File: src/hdl/anbs_pkg.sv
// ----------------------------------------------------------------------------
// anbs_pkg
// Shared types and constants of the Annex B NAL unit splitter.
// ----------------------------------------------------------------------------
package anbs_pkg;

  localparam int NAL_LEN_W = 24;

  localparam logic [7:0] BYTE_ZERO = 8'h00;
  localparam logic [7:0] BYTE_ONE  = 8'h01;

  localparam logic [1:0] ZRUN_MAX  = 2'd3;
  localparam logic [1:0] ZRUN_LEAD = 2'd2;

  localparam logic STATUS_UNIT     = 1'b0;
  localparam logic STATUS_NO_START = 1'b1;

  localparam logic CODEC_H264 = 1'b0;
  localparam logic CODEC_H265 = 1'b1;

  typedef enum logic [1:0] {
    PH_LEAD = 2'd0,
    PH_UNIT = 2'd1,
    PH_BAD  = 2'd2
  } phase_t;

  typedef struct packed {
    logic [7:0] data_byte;
    logic       last_byte;
  } item_t;

  typedef struct packed {
    logic                 status;
    logic [NAL_LEN_W-1:0] nal_length;
    logic                 forbidden_zero;
    logic [1:0]           ref_idc;
    logic [5:0]           unit_type;
    logic                 end_of_buffer;
  } result_t;

endpackage

File: src/hdl/anbs_in_if.sv
// ----------------------------------------------------------------------------
// anbs_in_if
// Byte stream channel: valid/ready handshake with one buffer byte.
// ----------------------------------------------------------------------------
interface anbs_in_if;
  logic       valid;
  logic       ready;
  logic [7:0] data_byte;
  logic       last_byte;

  modport source (output valid, output data_byte, output last_byte, input ready);
  modport sink   (input valid, input data_byte, input last_byte, output ready);
endinterface

File: src/hdl/anbs_out_if.sv
// ----------------------------------------------------------------------------
// anbs_out_if
// Result channel: valid/ready handshake with one NAL unit report.
// ----------------------------------------------------------------------------
interface anbs_out_if;
  logic        valid;
  logic        ready;
  logic        status;
  logic [23:0] nal_length;
  logic        forbidden_zero;
  logic [1:0]  ref_idc;
  logic [5:0]  unit_type;
  logic        end_of_buffer;

  modport source (
    output valid, output status, output nal_length, output forbidden_zero,
    output ref_idc, output unit_type, output end_of_buffer, input ready
  );
  modport sink (
    input valid, input status, input nal_length, input forbidden_zero,
    input ref_idc, input unit_type, input end_of_buffer, output ready
  );
endinterface

File: src/hdl/annexb_nal_unit_splitter_unit.sv
// ----------------------------------------------------------------------------
// annexb_nal_unit_splitter_unit
// Splits an Annex B byte stream into NAL units and reports each unit.
// ----------------------------------------------------------------------------
// Takes one byte per cycle, with last_byte on the final byte of a buffer,
// and gives one report per NAL unit: payload length without start codes
// (saturating) and the header fields decoded for H.264 or H.265 as set by
// cfg_wr_data. A buffer that does not open with a start code yields a single
// status 1 report at its last byte. Throughput is one byte per cycle while
// the result side keeps up; an accepted byte sits in the input register while
// the parse logic works on it, and its report is then loaded into the result
// register. A held report stalls the input side.
// Write the mode only while no buffer is in flight.
module annexb_nal_unit_splitter_unit #(
  parameter int LENGTH_BITS = 24
) (
  input  logic        clk,
  input  logic        rst_n,
  input  logic        cfg_wr_en,
  input  logic        cfg_wr_data,
  anbs_in_if.sink     in_chan,
  anbs_out_if.source  out_chan
);
  import anbs_pkg::*;

  logic    advance;
  logic    item_valid;
  item_t   item;
  logic    slot_free;
  logic    res_valid;
  result_t res;

  anbs_in_reg u_in_reg (
    .clk        (clk),
    .rst_n      (rst_n),
    .in_chan    (in_chan),
    .advance    (advance),
    .item_valid (item_valid),
    .item       (item)
  );

  anbs_parser #(
    .LENGTH_BITS (LENGTH_BITS)
  ) u_parser (
    .clk         (clk),
    .rst_n       (rst_n),
    .cfg_wr_en   (cfg_wr_en),
    .cfg_wr_data (cfg_wr_data),
    .item_valid  (item_valid),
    .item        (item),
    .slot_free   (slot_free),
    .advance     (advance),
    .res_valid   (res_valid),
    .res         (res)
  );

  anbs_out_reg u_out_reg (
    .clk       (clk),
    .rst_n     (rst_n),
    .load      (advance),
    .res_valid (res_valid),
    .res       (res),
    .slot_free (slot_free),
    .out_chan  (out_chan)
  );
endmodule

File: src/hdl/anbs_in_reg.sv
// ----------------------------------------------------------------------------
// anbs_in_reg
// Input register: captures one byte transaction and holds it until the
// parser advances.
// ----------------------------------------------------------------------------
module anbs_in_reg (
  input  logic            clk,
  input  logic            rst_n,
  anbs_in_if.sink         in_chan,
  input  logic            advance,
  output logic            item_valid,
  output anbs_pkg::item_t item
);
  import anbs_pkg::*;

  logic  valid_r, valid_nxt;
  item_t item_r;
  logic  take;

  assign in_chan.ready = !valid_r || advance;
  assign take          = in_chan.valid && in_chan.ready;

  always_comb begin
    valid_nxt = valid_r;
    if (take) begin
      valid_nxt = 1'b1;
    end else if (advance) begin
      valid_nxt = 1'b0;
    end
  end

  always_ff @(posedge clk) begin
    if (!rst_n) begin
      valid_r <= 1'b0;
    end else begin
      valid_r <= valid_nxt;
    end
  end

  always_ff @(posedge clk) begin
    if (take) begin
      item_r.data_byte <= in_chan.data_byte;
      item_r.last_byte <= in_chan.last_byte;
    end
  end

  assign item_valid = valid_r;
  assign item       = item_r;
endmodule

File: src/hdl/anbs_parser.sv
// ----------------------------------------------------------------------------
// anbs_parser
// Start code tracker and unit counter: updates the parse state for one byte
// and forms the result that byte produces, if any.
// ----------------------------------------------------------------------------
module anbs_parser #(
  parameter int LENGTH_BITS = 24
) (
  input  logic              clk,
  input  logic              rst_n,
  input  logic              cfg_wr_en,
  input  logic              cfg_wr_data,
  input  logic              item_valid,
  input  anbs_pkg::item_t   item,
  input  logic              slot_free,
  output logic              advance,
  output logic              res_valid,
  output anbs_pkg::result_t res
);
  import anbs_pkg::*;

  localparam int LW = (LENGTH_BITS > NAL_LEN_W) ? LENGTH_BITS : NAL_LEN_W;
  localparam logic [LENGTH_BITS-1:0] CNT_MAX = '1;
  localparam logic [NAL_LEN_W-1:0]   OUT_MAX = '1;

  logic                   codec_mode_r;
  phase_t                 phase_r, phase_nxt;
  logic [1:0]             zrun_r, zrun_nxt;
  logic [LENGTH_BITS-1:0] cnt_r, cnt_nxt;
  logic [7:0]             hdr_r, hdr_nxt;
  logic                   cap_r, cap_nxt;

  logic                   emit_unit, emit_err;
  logic [LENGTH_BITS-1:0] len;
  logic [7:0]             hdr_use;
  logic                   cap_use;
  logic [LW-1:0]          len_w;
  logic                   is_zero, is_one, last;

  assign advance = item_valid && slot_free;
  assign is_zero = (item.data_byte == BYTE_ZERO);
  assign is_one  = (item.data_byte == BYTE_ONE);
  assign last    = item.last_byte;

  always_comb begin
    phase_nxt = phase_r;
    zrun_nxt  = zrun_r;
    cnt_nxt   = cnt_r;
    hdr_nxt   = hdr_r;
    cap_nxt   = cap_r;
    emit_unit = 1'b0;
    emit_err  = 1'b0;
    len       = '0;
    hdr_use   = hdr_r;
    cap_use   = cap_r;

    unique case (phase_r)
      PH_LEAD: begin
        if (is_zero) begin
          if (zrun_r != ZRUN_MAX) begin
            zrun_nxt = zrun_r + 2'd1;
          end else begin
            phase_nxt = PH_BAD;
          end
        end else if (is_one && zrun_r >= ZRUN_LEAD) begin
          phase_nxt = PH_UNIT;
          zrun_nxt  = '0;
          cnt_nxt   = '0;
          hdr_nxt   = '0;
          cap_nxt   = 1'b0;
          // buffer ends right after the leading start code: empty unit
          emit_unit = last;
        end else begin
          phase_nxt = PH_BAD;
        end
        emit_err = last && !emit_unit;
      end
      PH_UNIT: begin
        if (is_one && zrun_r == ZRUN_MAX) begin
          // drop the three zeros of the start code unless saturated
          emit_unit = 1'b1;
          len       = (cnt_r == CNT_MAX) ? CNT_MAX : cnt_r - LENGTH_BITS'(3);
          zrun_nxt  = '0;
          cnt_nxt   = '0;
          hdr_nxt   = '0;
          cap_nxt   = 1'b0;
        end else begin
          cnt_nxt = (cnt_r != CNT_MAX) ? cnt_r + LENGTH_BITS'(1) : cnt_r;
          if (!cap_r) begin
            hdr_nxt = item.data_byte;
            cap_nxt = 1'b1;
          end
          hdr_use = hdr_nxt;
          cap_use = 1'b1;
          if (is_zero) begin
            zrun_nxt = (zrun_r != ZRUN_MAX) ? zrun_r + 2'd1 : zrun_r;
          end else begin
            zrun_nxt = '0;
          end
          emit_unit = last;
          len       = cnt_nxt;
        end
      end
      default: begin
        emit_err = last;
      end
    endcase

    // every buffer end starts over
    if (last) begin
      phase_nxt = PH_LEAD;
      zrun_nxt  = '0;
      cnt_nxt   = '0;
      hdr_nxt   = '0;
      cap_nxt   = 1'b0;
    end
  end

  assign len_w     = LW'(len);
  assign res_valid = emit_unit || emit_err;

  always_comb begin
    res = '0;
    if (emit_err) begin
      res.status        = STATUS_NO_START;
      res.end_of_buffer = 1'b1;
    end else begin
      res.status        = STATUS_UNIT;
      res.nal_length    = (len_w > LW'(OUT_MAX)) ? OUT_MAX : len_w[NAL_LEN_W-1:0];
      res.end_of_buffer = last;
      if (len != '0 && cap_use) begin
        res.forbidden_zero = hdr_use[7];
        if (codec_mode_r == CODEC_H265) begin
          res.unit_type = hdr_use[6:1];
        end else begin
          res.ref_idc   = hdr_use[6:5];
          res.unit_type = {1'b0, hdr_use[4:0]};
        end
      end
    end
  end

  always_ff @(posedge clk) begin
    if (!rst_n) begin
      codec_mode_r <= CODEC_H264;
      phase_r      <= PH_LEAD;
      zrun_r       <= '0;
      cnt_r        <= '0;
      hdr_r        <= '0;
      cap_r        <= 1'b0;
    end else begin
      if (cfg_wr_en) begin
        codec_mode_r <= cfg_wr_data;
      end
      if (advance) begin
        phase_r <= phase_nxt;
        zrun_r  <= zrun_nxt;
        cnt_r   <= cnt_nxt;
        hdr_r   <= hdr_nxt;
        cap_r   <= cap_nxt;
      end
    end
  end
endmodule

File: src/hdl/anbs_out_reg.sv
// ----------------------------------------------------------------------------
// anbs_out_reg
// Result register: holds one report until the result transaction completes.
// ----------------------------------------------------------------------------
module anbs_out_reg (
  input  logic              clk,
  input  logic              rst_n,
  input  logic              load,
  input  logic              res_valid,
  input  anbs_pkg::result_t res,
  output logic              slot_free,
  anbs_out_if.source        out_chan
);
  import anbs_pkg::*;

  logic    valid_r, valid_nxt;
  result_t res_r;

  assign slot_free = !valid_r || out_chan.ready;

  always_comb begin
    valid_nxt = valid_r;
    if (slot_free) begin
      valid_nxt = load && res_valid;
    end
  end

  always_ff @(posedge clk) begin
    if (!rst_n) begin
      valid_r <= 1'b0;
    end else begin
      valid_r <= valid_nxt;
    end
  end

  always_ff @(posedge clk) begin
    if (load && res_valid) begin
      res_r <= res;
    end
  end

  assign out_chan.valid          = valid_r;
  assign out_chan.status         = res_r.status;
  assign out_chan.nal_length     = res_r.nal_length;
  assign out_chan.forbidden_zero = res_r.forbidden_zero;
  assign out_chan.ref_idc        = res_r.ref_idc;
  assign out_chan.unit_type      = res_r.unit_type;
  assign out_chan.end_of_buffer  = res_r.end_of_buffer;
endmodule

File: src/flat_wrapper.sv
// flat-port wrapper written by rule: the top's interface ports become plain ports
module annexb_nal_unit_splitter_unit_flat import anbs_pkg::*;
#(
  parameter int LENGTH_BITS = 24
)
  (clk, rst_n, cfg_wr_en, cfg_wr_data, in_chan_valid, in_chan_data_byte, in_chan_last_byte, in_chan_ready, out_chan_valid, out_chan_status, out_chan_nal_length, out_chan_forbidden_zero, out_chan_ref_idc, out_chan_unit_type, out_chan_end_of_buffer, out_chan_ready);
  anbs_in_if in_chan_i ();
  anbs_out_if out_chan_i ();
  input  logic clk;
  input  logic rst_n;
  input  logic cfg_wr_en;
  input  logic cfg_wr_data;
  input wire logic [$bits(in_chan_i.valid)-1:0] in_chan_valid;
  input wire logic [$bits(in_chan_i.data_byte)-1:0] in_chan_data_byte;
  input wire logic [$bits(in_chan_i.last_byte)-1:0] in_chan_last_byte;
  output wire logic [$bits(in_chan_i.ready)-1:0] in_chan_ready;
  output wire logic [$bits(out_chan_i.valid)-1:0] out_chan_valid;
  output wire logic [$bits(out_chan_i.status)-1:0] out_chan_status;
  output wire logic [$bits(out_chan_i.nal_length)-1:0] out_chan_nal_length;
  output wire logic [$bits(out_chan_i.forbidden_zero)-1:0] out_chan_forbidden_zero;
  output wire logic [$bits(out_chan_i.ref_idc)-1:0] out_chan_ref_idc;
  output wire logic [$bits(out_chan_i.unit_type)-1:0] out_chan_unit_type;
  output wire logic [$bits(out_chan_i.end_of_buffer)-1:0] out_chan_end_of_buffer;
  input wire logic [$bits(out_chan_i.ready)-1:0] out_chan_ready;
  assign in_chan_i.valid = in_chan_valid;
  assign in_chan_i.data_byte = in_chan_data_byte;
  assign in_chan_i.last_byte = in_chan_last_byte;
  assign in_chan_ready = in_chan_i.ready;
  assign out_chan_valid = out_chan_i.valid;
  assign out_chan_status = out_chan_i.status;
  assign out_chan_nal_length = out_chan_i.nal_length;
  assign out_chan_forbidden_zero = out_chan_i.forbidden_zero;
  assign out_chan_ref_idc = out_chan_i.ref_idc;
  assign out_chan_unit_type = out_chan_i.unit_type;
  assign out_chan_end_of_buffer = out_chan_i.end_of_buffer;
  assign out_chan_i.ready = out_chan_ready;
  annexb_nal_unit_splitter_unit #(.LENGTH_BITS(LENGTH_BITS)) u_core (.clk(clk), .rst_n(rst_n), .cfg_wr_en(cfg_wr_en), .cfg_wr_data(cfg_wr_data), .in_chan(in_chan_i), .out_chan(out_chan_i));
endmodule
File: config.mk
export PLATFORM = sky130hd
export DESIGN_NAME = annexb_nal_unit_splitter_unit_flat
export DESIGN_NICKNAME = d
export VERILOG_FILES = /design/src/hdl/anbs_pkg.sv /design/src/hdl/anbs_in_if.sv /design/src/hdl/anbs_out_if.sv /design/src/hdl/annexb_nal_unit_splitter_unit.sv /design/src/hdl/anbs_in_reg.sv /design/src/hdl/anbs_parser.sv /design/src/hdl/anbs_out_reg.sv /design/src/flat_wrapper.sv
export SDC_FILE = /design/constraint.sdc
export NUM_CORES = 1
export LEC_CHECK = 0
export BUFFER_PORTS_ARGS = -buffer_cell sky130_fd_sc_hd__buf_4
export CORE_MARGIN = 5
export CORE_UTILIZATION = 40
export DETAILED_ROUTE_END_ITERATION = 8
export PLACE_DENSITY = 0.62
export SKIP_LAST_GASP = 1
export SYNTH_ARGS = -nofsm -noshare
export SYNTH_HDL_FRONTEND = slang
export SYNTH_SLANG_ARGS = --single-unit
File: constraint.sdc
create_clock -name clk -period 4.25 [get_ports clk]
set_clock_uncertainty 0.15 [all_clocks]
set_input_delay 0.425 -clock clk [delete_from_list [all_inputs] [get_ports clk]]
set_output_delay 0.425 -clock clk [all_outputs]
set_load 0.05 [all_outputs]
==> impl.org, run 1 <==
** Synth
- Of all flip-flops after synthesis, the portion carrying an async set or reset was 0.
- Of the total synthesized cell area, the portion taken by full adders, half adders and majority gates is 0.00499.
- For this run, the register share of the synthesized area comes to 0.423.
- Summed over all instances, the cell type with the most area after synthesis is edfxtp_1.
- Combinational family with the most area after synthesis :: simple AND/OR/NAND/NOR gates
- Measured against the total synthesized area, the mux share comes to 0.0265.
- The synthesized netlist occupies a cell area of 5010 um2.
- The fraction of the mapped netlist area in compound gates is 0.153.
- Count of distinct cell types in the synthesized netlist :: 65
- By count the netlist is led by nand2_1 (61), nor2_1 (52), edfxtp_1 (44), dfxtp_1 (40), a21oi_1 (36).
- The share of synthesized area in the top cell type comes to 0.264.
- Synth Warn # :: 0
- After synthesis, the cell types taking the most area are edfxtp_1 (26%), dfxtp_1 (16%), nand2_1 (4.6%).
- Synth Area in Simple Gates :: 0.313
- Fraction of synthesized cell area in xor and xnor cells :: 0.0349
- Most common flop cell mapped by yosys :: edfxtp_1
- After synthesis the netlist holds a flip-flop and latch count of 84.
- Post-Synthesis Mean Instance Area :: 8.94 um2
- Post-synth EDFFs :: 44
- Most frequent cell after synthesis :: nand2_1
- The number of nets handed over by synthesis was 578.
- Cell count after synthesis :: 561

** Drt
- Total DRC errors in the routed layout :: 0
- After the first detailed-routing iteration, the DRC count stood at 643.
- Total wire length after detailed routing :: 14,200 um
- The detailed router placed 4,366 vias in this run.
- Final ANT Viol Nets :: 0
- Using the TritonRoute via totals, the vias-per-cell ratio works out to 5.66.
- The first detailed-routing pass took 5 iterations.
- Dividing the detail-routed wire length by the instance count gives 18.4 um.

** Power and ir drop
- In this run the static leakage power is 0.00204 uW.
- VDD sags by at most 0.127 mV.
- PwrDens :: 282 nW/um2

** Floorplanning
- Floorplan die height :: 122 um
- After floorplanning, the core was sized to cover 12,200 um2.
- The die covers 14,900 um2.
- The initial utilization of the core area, before any placement, comes to 0.412.
- In this run the count of I/O pins placed on the die edge is 52.
- The floorplan has 40 rows.
- The floorplan step set the die width to 122 um.

** STA
- Transition at the pin with the smallest max-transition slack :: 0.808 ns
- Number of hold violations in the final report :: 0
- Max-slew violations :: 0
- RSZ-0062 raised after global routing :: false
- Maximum operating frequency :: 0.256 GHz
- Final count of negative-setup-slack endpoints :: 0
- Final critical path time including I/O delays and setup :: 3.91 ns
- Part of the cycle the worst path needs :: 0.919
- Total negative setup slack :: 0 ns
- The worst pin sits at a relative slew slack of 0.459.

** GRT
- Congestion Overflow GR :: 0
- Vias in the first global route :: 4,123
- The first global-routing pass estimated 23,000 um of wire.
- Pin count of the biggest net entering global routing :: 41
- Number of antenna violations at the first check in global routing :: 0
- Across every metal layer, demand over resource in global routing totals 0.198.

** Setup path
- Reg-to-reg setup timing slack :: 0.34 ns
- Worst reg-to-reg path cell count :: 11
- Maximum fanout along the worst path :: 9
- R2R Path End :: u_core.u_out_reg.out_chan.ref_idc[1]$_SDFFCE_PP0P_
- Reg-to-reg critical path startpoint :: u_core.u_parser.cnt_r[1]$_SDFFE_PN0P_
- Data arrives at the worst endpoint at 3.82 ns.
- Data required time of the worst path :: 4.17 ns
- The critical path ends at u_core.u_out_reg.out_chan.ref_idc[1]$_SDFFCE_PP0P_.
- Startpoint type of the worst setup path :: register
- First element of the critical path :: u_core.u_parser.cnt_r[1]$_SDFFE_PN0P_
- Worst Setup End Kind :: register
- Worst Path Class, Setup :: register to register

** Clocking
- Clock slew seen by the registers of the worst setup and hold paths :: 0.06 ns
- CTS placed an instance of clkbuf_16 at the clock tree root.
- Cells resized by post-CTS repair :: 0
- After clock tree synthesis, the flow added hold-fix buffers numbering 0.
- Counting the buffers created by CTS gives 9.
- No sink is reached through more buffers than the 2 on the longest clock path.
- Number of buffers inserted by post-CTS setup repair :: 0
- Total number of clock tree sinks :: 84
- CTS tree :: done
- The H-tree generated during clock tree synthesis spans 3 levels.
- For the worst-skew pair, the clock arrives at the later sink with an insertion delay of 0.34 ns.

** Worst hold path
- The worst hold path belongs to the class input pin to register.
- Hold path startpoint :: in_chan_data_byte[7]

** Place
- Routability-driven placement finished with a final weighted congestion of 0.950.
- After legalization and detailed placement, the total HPWL measured 10,600 um.
- Port buffering added 51 buffers.

** Outcome
- Status :: completed

** Cells and area
- Fraction of layout instances using a drive strength above 1 :: 0.191
- At the end of the flow the core is filled with cells to 0.479.
- From synthesis to final layout, the design area changed by 16.3%.
- The final layout contains 615 nets.
- 0 antenna diodes ended up in the layout.

** Flow run
- Max cap viols :: 0
-- area by class of cell --
type / instances / area [um2]
fillers: 1170 / 6330
clock inverters: 4 / 27.5
flip-flops and latches: 84 / 2120
well taps: 168 / 210
inverters: 3 / 11.3
repair buffers: 73 / 548
clock buffers: 12 / 236
multi-input cells: 427 / 2670
-- registers in the layout, summed over array words and instances, names as in the netlist --
name	flops
u_core.u_parser.phase_r	2
u_core.u_in_reg.item	9
u_core.u_out_reg.out_chan.nal_length	24
u_core.u_in_reg.item_valid	1
u_core.u_out_reg.out_chan.valid	1
u_core.u_parser.codec_mode_r	1
u_core.u_out_reg.out_chan.unit_type	6
u_core.u_parser.cnt_r	24
u_core.u_parser.hdr_r	8
u_core.u_out_reg.out_chan.status	1
u_core.u_parser.zrun_r	2
u_core.u_out_reg.out_chan.end_of_buffer	1
u_core.u_out_reg.out_chan.forbidden_zero	1
u_core.u_parser.cap_r	1
u_core.u_out_reg.out_chan.ref_idc	2
-- how the worst min path moves through the flow --
stage	endpoint	slack [ns]	cells after the start
after floorplan	u_core.u_in_reg.item_valid$_SDFFE_PN0P_	0.34	2
after global placement	u_core.u_in_reg.item_valid$_SDFFE_PN0P_	0.36	2
after detailed placement	u_core.u_in_reg.item_valid$_SDFFE_PN0P_	0.37	2
after CTS	u_core.u_in_reg.item[8]$_DFFE_PP_	0.10	1
after global routing	u_core.u_in_reg.item[7]$_DFFE_PP_	0.1	1
final	u_core.u_in_reg.item[8]$_DFFE_PP_	0.11	1
-- power by group --
group          internal (uW)  switching, uW
combinational           25.5           39.9
sequential               861           10.7
clock                    397            310
-- through the flow --
step                      hold WS [ns]  cells  power (uW)  setup slack, ns  cell area [um2]
after global placement           0.360    755         954            0.489             5570
final                            0.113    771        1640            0.343             5830
after detailed placement         0.374    755         955            0.404             5570
after CTS                        0.102    771        1660            0.367             5830
after global routing            0.0965    771        1710           0.0996             5830
after floorplan                  0.337    561         928            0.923             5010
-- critical path, stage by stage (launching register included) --
cell and delay (ns):
dfxtp_1 0.48, ha_1 0.39, nand4_1 0.23, nor4_2 0.43
nand2_1 0.18, ha_1 0.36, nor4_1 0.28, nor3_1 0.08
nor3_1 0.20, nor4bb_1 0.29, and3_1 0.45, nor3_1 0.11
-- per-layer routing --
metal	GRT usage	vias to the layer above	share of wire	wire, um
li1	-	2122	-	-
met1	0.293	2061	0.48	6740
met2	0.290	165	0.43	6120
met3	0.0362	18	0.074	1060
met4	0.0693	0	0.018	255
met5	0	-	0	0
-- cells in the final DEF (no fill, tap or decap), types with 12 or more instances in the layout --
cell	n
nor3_1	32
nand3_1	20
buf_4	73
nor2_1	52
and2_1	12
o21ai_0	21
a22oi_1	13
nor2b_1	31
a21oi_1	36
dfxtp_1	40
nand2_1	61
edfxtp_1	44
-- logic make-up after synthesis --
logic type,Yosys count
AND/OR/NAND/NOR,278
AO/OA/AOI/OAI,115
flip-flops,84
buffers and inverters,50
XOR/XNOR,20
multiplexers,12
adder cells (fa/ha/maj),2
(Power assumes the default switching activity.)
==> inputs of run 2 (changes only) <==
--- a/config.mk
+++ b/config.mk
@@ -6,10 +6,12 @@
 export NUM_CORES = 1
 export LEC_CHECK = 0
 export BUFFER_PORTS_ARGS = -buffer_cell sky130_fd_sc_hd__buf_4
+export CELL_PAD_IN_SITES_DETAIL_PLACEMENT = 1
+export CELL_PAD_IN_SITES_GLOBAL_PLACEMENT = 1
 export CORE_MARGIN = 5
 export CORE_UTILIZATION = 40
 export DETAILED_ROUTE_END_ITERATION = 8
-export PLACE_DENSITY = 0.62
+export PLACE_DENSITY = 0.76
 export SKIP_LAST_GASP = 1
 export SYNTH_ARGS = -nofsm -noshare
 export SYNTH_HDL_FRONTEND = slang
==> impl.org, run 2 (synthesized netlist as in run 1, its figures left out) <==
** Drt
- Final routed wire length divided by cell count :: 21.8 um (was 18.4 um)
- The per-cell via count in the routed design is 5.94 (was 5.66).
- The total vias in the final route came to 4,607 (was 4,366).
- The remaining antenna violation count came to 0 (unchanged).
- The detailed-routing iteration count for the pre-antenna-repair pass was 5 (unchanged).
- Total wire length after detailed routing :: 16,900 um (was 14,200 um)
- Number of DRC markers in iteration 0 :: 482 (was 643)
- The number of remaining DRC errors is 0 (unchanged).

** Setup path
- The type of the worst setup path is register to register (unchanged).
- The arrival time at the worst endpoint was 3.91 ns (was 3.82 ns).
- The endpoint kind of the worst setup timing path is a register (unchanged).
- Startpoint type of the worst setup path :: register (unchanged)
- The maximum fanout count along the critical path was 9 (unchanged).
- The worst path required time was 4.20 ns (was 4.17 ns).
- Reg-to-reg setup timing slack :: 0.29 ns (was 0.34 ns)

** GRT
- Global-route total usage across every layer :: 0.234 (was 0.198)
- The number of global-route vias before repair came to 4,585 (was 4,123).
- The number of antenna violations at the first check in global routing is 0 (unchanged).
- Pin count of the biggest net entering global routing :: 41 (unchanged)
- The leftover overflow at the end of global routing is 0 (unchanged).
- Global-route wire length before repair :: 26,600 um (was 23,000 um)

** Clocking
- The insertion delay to the later sink of the worst-skew pair came to 0.36 ns (was 0.34 ns).
- Number of buffers inserted by post-CTS setup repair :: 0 (unchanged)
- The clock tree buffer depth came to 2 (unchanged).
- Total number of clock tree sinks :: 84 (unchanged)
- The total number of H-tree levels came to 3 (unchanged).
- The clock transition time at the flip-flop clock pins of the worst setup and hold paths came to 0.07 ns (was 0.06 ns).
- The number of buffers added by the clock tree synthesis step was 9 (unchanged).
- CTS Root Cell :: clkbuf_16 (unchanged)
- CTS tree :: done (unchanged)

** STA
- Total negative setup slack :: 0 ns (unchanged)
- The count of final hold-check violations came to 0 (unchanged).
- Maximum operating frequency :: 0.252 GHz (was 0.256 GHz)
- The slew at the pin with the worst max-slew slack was 0.735 ns (was 0.808 ns).
- The max-slew violation count came to 0 (unchanged).
- RSZ-0062 raised after global routing :: false (unchanged)
- The shortest period the worst path allows came to 3.96 ns (was 3.91 ns).
- The relative max-transition margin came to 0.507 (was 0.459).
- Part of the cycle the worst path needs :: 0.933 (was 0.919)
- The final setup violation count is 0 (unchanged).

** Floorplanning
- The number of rows in the core area is 40 (unchanged).
- Number of ports placed on the die boundary :: 52 (unchanged)
- Core region area :: 12,200 um2 (unchanged)
- Area of the die :: 14,900 um2 (unchanged)
- Effective utilization at floorplan :: 0.412 (unchanged)
- Die X-Extent :: 122 um (unchanged)
- The die boundary height is 122 um (unchanged).

** Outcome
- Status :: completed (unchanged)

** Power and ir drop
- The static power due to leakage was 0.00208 uW (was 0.00204 uW).
- The power density relative to cell area is 297 nW/um2 (was 282 nW/um2).
- The total power came to 1760 uW (was 1640 uW).
- Peak supply drop :: 0.164 mV (was 0.127 mV)

** Cells and area
- Net count, final :: 620 (was 615)
- The fraction of final layout cells sized beyond drive strength 1 came to 0.206 (was 0.191).
- The synthesis-to-finish area growth came to 17.8% (was 16.3%).
- Fill cell total of the finished layout :: 1,449 (was 1,170)
- Most frequent cells in the layout :: buf_4 (78), nand2_1 (61), nor2_1 (52) (was buf_4 (73), nand2_1 (61), nor2_1 (52))
- Most frequent standard cell in the layout excluding fill and tap cells :: buf_4 (unchanged)
- The number of antenna cells inserted was 0 (unchanged).

** Place
- Routability-driven placement congestion ratio :: 1.02 (was 0.950)
- # port buffers :: 51 (unchanged)
- Dpl hpwl :: 12,500 um (was 10,600 um)

** Flow run
- The number of maximum-capacitance violations was 0 (unchanged).

** Worst hold path
- The worst min-delay path category is input pin to register (unchanged).
## run 2: routing by layer
metal  global-route usage  routed length [um]  up-vias  part of all wire
met5                    0                   0        -                 0
met4               0.0756                 360        0             0.021
met3               0.0348                1040       25             0.061
met2                0.361                7520      173              0.45
met1                0.338                7970     2272              0.47
li1                     -                   -     2137                 -
## run 2: path summary, 6_finish.rpt
path / depth (start not counted) / startpoint / to
max: 11 / u_core.u_parser.cnt_r[1]$_SDFFE_PN0P_ / u_core.u_out_reg.out_chan.unit_type[3]$_SDFFCE_PP0P_
min: 1 / in_chan_data_byte[3] / u_core.u_in_reg.item[4]$_DFFE_PP_
max reg2reg: 11 / u_core.u_parser.cnt_r[1]$_SDFFE_PN0P_ / u_core.u_out_reg.out_chan.unit_type[3]$_SDFFCE_PP0P_
min reg2reg: 2 / u_core.u_in_reg.item_valid$_SDFFE_PN0P_ / u_core.u_in_reg.item_valid$_SDFFE_PN0P_
## run 2: area by class of cell
class / instances / area, um2 / share of cell area
multi-input combinational: 427 / 2680 / 0.453
clock inverter: 7 / 73.8 / 0.0125
sequential: 84 / 2120 / 0.359
timing repair buffer: 78 / 586 / 0.0992
inverter: 3 / 11.3 / 0.00191
clock buffer: 9 / 225 / 0.0381
tap: 168 / 210 / 0.0356
## run 2: power breakdown
part / leakage (uW) / internal [uW] / switching [uW] / total (uW)
Combinational: 0.00113 / 24.9 / 40.4 / 65.4
Clock: 0.000152 / 461 / 356 / 817
Sequential: 0.000797 / 860 / 13.3 / 874
## run 2: worst max-delay path, stage by stage (launching register included)
cell	delay (ns)
dfxtp_1	0.49
ha_2	0.36
nand4_1	0.23
nor4_2	0.45
nand2_1	0.17
ha_1	0.35
nor4_1	0.30
nor3_1	0.08
nor3_1	0.34
nor4bb_1	0.32
and3_2	0.36
nor2_1	0.10
## run 2: through the flow
step           hold WS, ns  area [um2]   util  setup slack, ns  cells
2_1_floorplan        0.337        5010      -            0.923    561
3_3_place_gp         0.357        5600  0.461            0.336    760
3_5_place_dp         0.365        5600  0.461            0.203    760
4_1_cts             0.0924        5900  0.485            0.137    776
5_1_grt             0.0941        5910  0.486           0.0709    776
6_report            0.0994        5910  0.486            0.286    776
## run 2: what timing repair did
action	4_1_cts	5_1_grt
hold buffers	0	0
gates resized for setup	0	2
setup endpoints to repair	0	9
==> inputs of run 3 (changes only) <==
--- a/config.mk
+++ b/config.mk
@@ -8,8 +8,10 @@
 export BUFFER_PORTS_ARGS = -buffer_cell sky130_fd_sc_hd__buf_4
 export CELL_PAD_IN_SITES_DETAIL_PLACEMENT = 1
 export CELL_PAD_IN_SITES_GLOBAL_PLACEMENT = 1
+export CORE_ASPECT_RATIO = 0.9
 export CORE_MARGIN = 5
 export CORE_UTILIZATION = 40
+export CTS_CLUSTER_DIAMETER = 100
 export DETAILED_ROUTE_END_ITERATION = 8
 export PLACE_DENSITY = 0.76
 export SKIP_LAST_GASP = 1
==> impl.org, run 3 (synthesized netlist as in run 1, its figures left out) <==
** STA
- Part of the cycle the worst path needs :: 0.919 (was 0.933)
- The setup TNS after final layout was 0 ns (unchanged).
- The slew at the pin with the worst max-slew slack came to 0.833 ns (was 0.735 ns).
- RSZ-0062 raised after global routing: false (unchanged).
- Final count of negative-setup-slack endpoints :: 0 (unchanged)
- Max-slew violations :: 0 (unchanged)
- Final critical path time including I/O delays and setup :: 3.91 ns (was 3.96 ns)
- The count of final hold-check violations is 0 (unchanged).
- The worst slack on hold paths is 0.0912 ns (was 0.0994 ns).
- The fmax came to 0.256 GHz (was 0.252 GHz).
- The setup slack of the critical path after layout came to 0.345 ns (was 0.286 ns).
- The relative max-transition margin came to 0.441 (was 0.507).

** Cells and area
- Most frequent cells in the layout :: buf_4 (75), nand2_1 (61), nor2_1 (52) (was buf_4 (78), nand2_1 (61), nor2_1 (52))
- The synthesis-to-finish area growth was 17.9% (was 17.8%).
- The cell area after layout was 5910 um2 (about the same).
- The post-layout net count is 617 (was 620).
- The number of antenna cells inserted is 0 (unchanged).
- Fraction of layout instances using a drive strength above 1 :: 0.198 (was 0.206)
- Most frequent standard cell in the layout excluding fill and tap cells :: buf_4 (unchanged)
- Post-layout util :: 0.486 (about the same)
- Fill cell total of the finished layout :: 1,397 (was 1,449)

** Clocking
- The insertion delay to the later sink of the worst-skew pair came to 0.36 ns (about the same).
- The clock transition time at the flip-flop clock pins of the worst setup and hold paths came to 0.07 ns (about the same).
- The post-cts hold buffer count came to 0 (unchanged).
- CTS tree :: done (unchanged)
- The total number of H-tree levels was 3 (unchanged).
- The number of buffers added by the clock tree synthesis step came to 9 (unchanged).
- Maximum buffer depth of the clock tree :: 2 (unchanged)
- The clock root buffer was clkbuf_16 (unchanged).
- Total number of clock tree sinks :: 84 (unchanged)

** Power and ir drop
- Switching pwr :: 390 uW (was 410 uW)
- Peak supply drop :: 0.201 mV (was 0.164 mV)
- The switching part of the total was 0.211 (was 0.233).
- The part of the power in registers was 0.472 (was 0.498).
- The power density relative to cell area came to 313 nW/um2 (was 297 nW/um2).
- The total internal power was 1460 uW (was 1350 uW).
- Relative contribution of the clock network to total power :: 0.493 (was 0.465)
- The static power due to leakage was 0.00208 uW (about the same).
- Comb power frac :: 0.035 (was 0.037)

** Drt
- Total wire length after detailed routing :: 16,800 um (was 16,900 um)
- The number of remaining DRC errors came to 0 (unchanged).
- Number of DRC markers in iteration 0 :: 497 (was 482)
- The total vias in the final route is 4,608 (was 4,607).
- The detailed-routing iteration count for the pre-antenna-repair pass came to 5 (unchanged).
- The remaining antenna violation count came to 0 (unchanged).
- The per-cell via count in the routed design was 6.02 (was 5.94).
- The per-cell routed wire length was 21.9 um (was 21.8 um).

** GRT
- Pin count of the biggest net entering global routing :: 41 (unchanged)
- Vias in the first global route :: 4,643 (was 4,585)
- The number of antenna violations at the first check in global routing was 0 (unchanged).
- The leftover overflow at the end of global routing came to 0 (unchanged).
- The combined global-route utilization of all metal layers came to 0.231 (was 0.234).
- Global-route wire length before repair :: 26,200 um (was 26,600 um)

** Floorplanning
- Core Rows :: 38 (was 40)
- Core region area :: 12,200 um2 (about the same)
- The initial core utilization is 0.412 (about the same).
- Number of ports placed on the die boundary :: 52 (unchanged)
- The die area came to 14,900 um2 (about the same).
- The die boundary height is 116 um (was 122 um).
- Die X-Extent :: 128 um (was 122 um)

** Setup path
- Arrival @ worst endpoint :: 3.84 ns (was 3.91 ns)
- The worst path required time was 4.18 ns (was 4.20 ns).
- Worst Setup End Kind :: register (unchanged)
- The maximum fanout count along the critical path came to 9 (unchanged).
- The startpoint type of the worst setup path was a register (unchanged).
- Worst Path Class, Setup :: register to register (unchanged)

** Place
- Dpl hpwl :: 12,200 um (was 12,500 um)
- The placer congestion estimate was 0.985 (was 1.02).
- Placement Cell Area :: 5570 um2 (was 5600 um2)
- # port buffers :: 51 (unchanged)
- The placement-stage worst setup slack is 0.370 ns (was 0.203 ns).

** Flow run
- Max cap viols :: 0 (unchanged)

** Outcome
- Status: completed (unchanged).

** Worst hold path
- Type of the worst min-delay path :: input pin to register (unchanged)
[run 3: cell types whose count changed in the layout (fill, tap and decap cells not counted), sizes merged]
cell	change
buf	-3
clkinv	-1
clkinvlp	+1
clkbuf	+1
bufinv	+2
inv	-3
[run 3: final cells by class]
type / count / area, um2 / share of cell area
clock buffer: 10 / 229 / 0.0387
timing repair buffer: 75 / 563 / 0.0952
inverter: 3 / 11.3 / 0.00190
tap: 160 / 200 / 0.0339
multi-input combinational: 427 / 2680 / 0.452
sequential: 84 / 2120 / 0.359
clock inverter: 6 / 113 / 0.0190
[run 3: per-stage QoR]
stage | std cells | total power [uW]
4_1_cts | 765 | 1870
3_5_place_dp | 749 | 955
3_3_place_gp | 749 | 953
2_1_floorplan | 561 | 928
6_report | 765 | 1850
5_1_grt | 765 | 1900
[run 3: repair_timing]
action	in CTS	in global routing
setup endpoints to repair	0	9
gates resized for setup	0	1
setup buffers	0	0
endpoints found under the hold margin	0	0
[run 3: path summary, 6_finish.rpt]
| check | from | end | slack (ns) | cells past startpoint |
|---|---|---|---|---|
| setup / recovery | u_core.u_in_reg.item[6]$_DFFE_PP_ | u_core.u_out_reg.out_chan.ref_idc[0]$_SDFFCE_PP0P_ | 0.34 | 9 |
| hold / removal | in_chan_data_byte[7] | u_core.u_in_reg.item[8]$_DFFE_PP_ | 0.09 | 1 |
| setup reg to reg | u_core.u_in_reg.item[6]$_DFFE_PP_ | u_core.u_out_reg.out_chan.ref_idc[0]$_SDFFCE_PP0P_ | 0.34 | 9 |
| hold reg to reg | u_core.u_in_reg.item_valid$_SDFFE_PN0P_ | u_core.u_in_reg.item_valid$_SDFFE_PN0P_ | 0.38 | 2 |
[run 3: power by group through the flow]
| stage | Combinational, uW | Clock, uW | Sequential (uW) |
|---|---|---|---|
| floorplan | 34.2 | 0 | 894 |
| global placement | 62.8 | 0 | 890 |
| detailed placement | 64.1 | 0 | 891 |
| CTS | 64.8 | 929 | 874 |
| global route | 68.5 | 960 | 875 |
| finish | 64.2 | 912 | 874 |
[run 3: layer usage]
layer | routed length, um | up-vias | global-route usage
li1 | - | 2129 | -
met1 | 7520 | 2243 | 0.312
met2 | 7440 | 200 | 0.359
met3 | 1350 | 36 | 0.0572
met4 | 465 | 0 | 0.0919
met5 | 0 | - | 0
[run 3: worst max-delay path, stage by stage, from the launching register on]
cell	delay [ns]
edfxtp_1	0.47
nor3_1	0.53
nand3_1	0.51
nor4_1	0.52
a41oi_1	0.12
xor2_1	0.34
a41oi_1	0.24
nor4_2	0.31
and3_2	0.35
nor4b_2	0.09
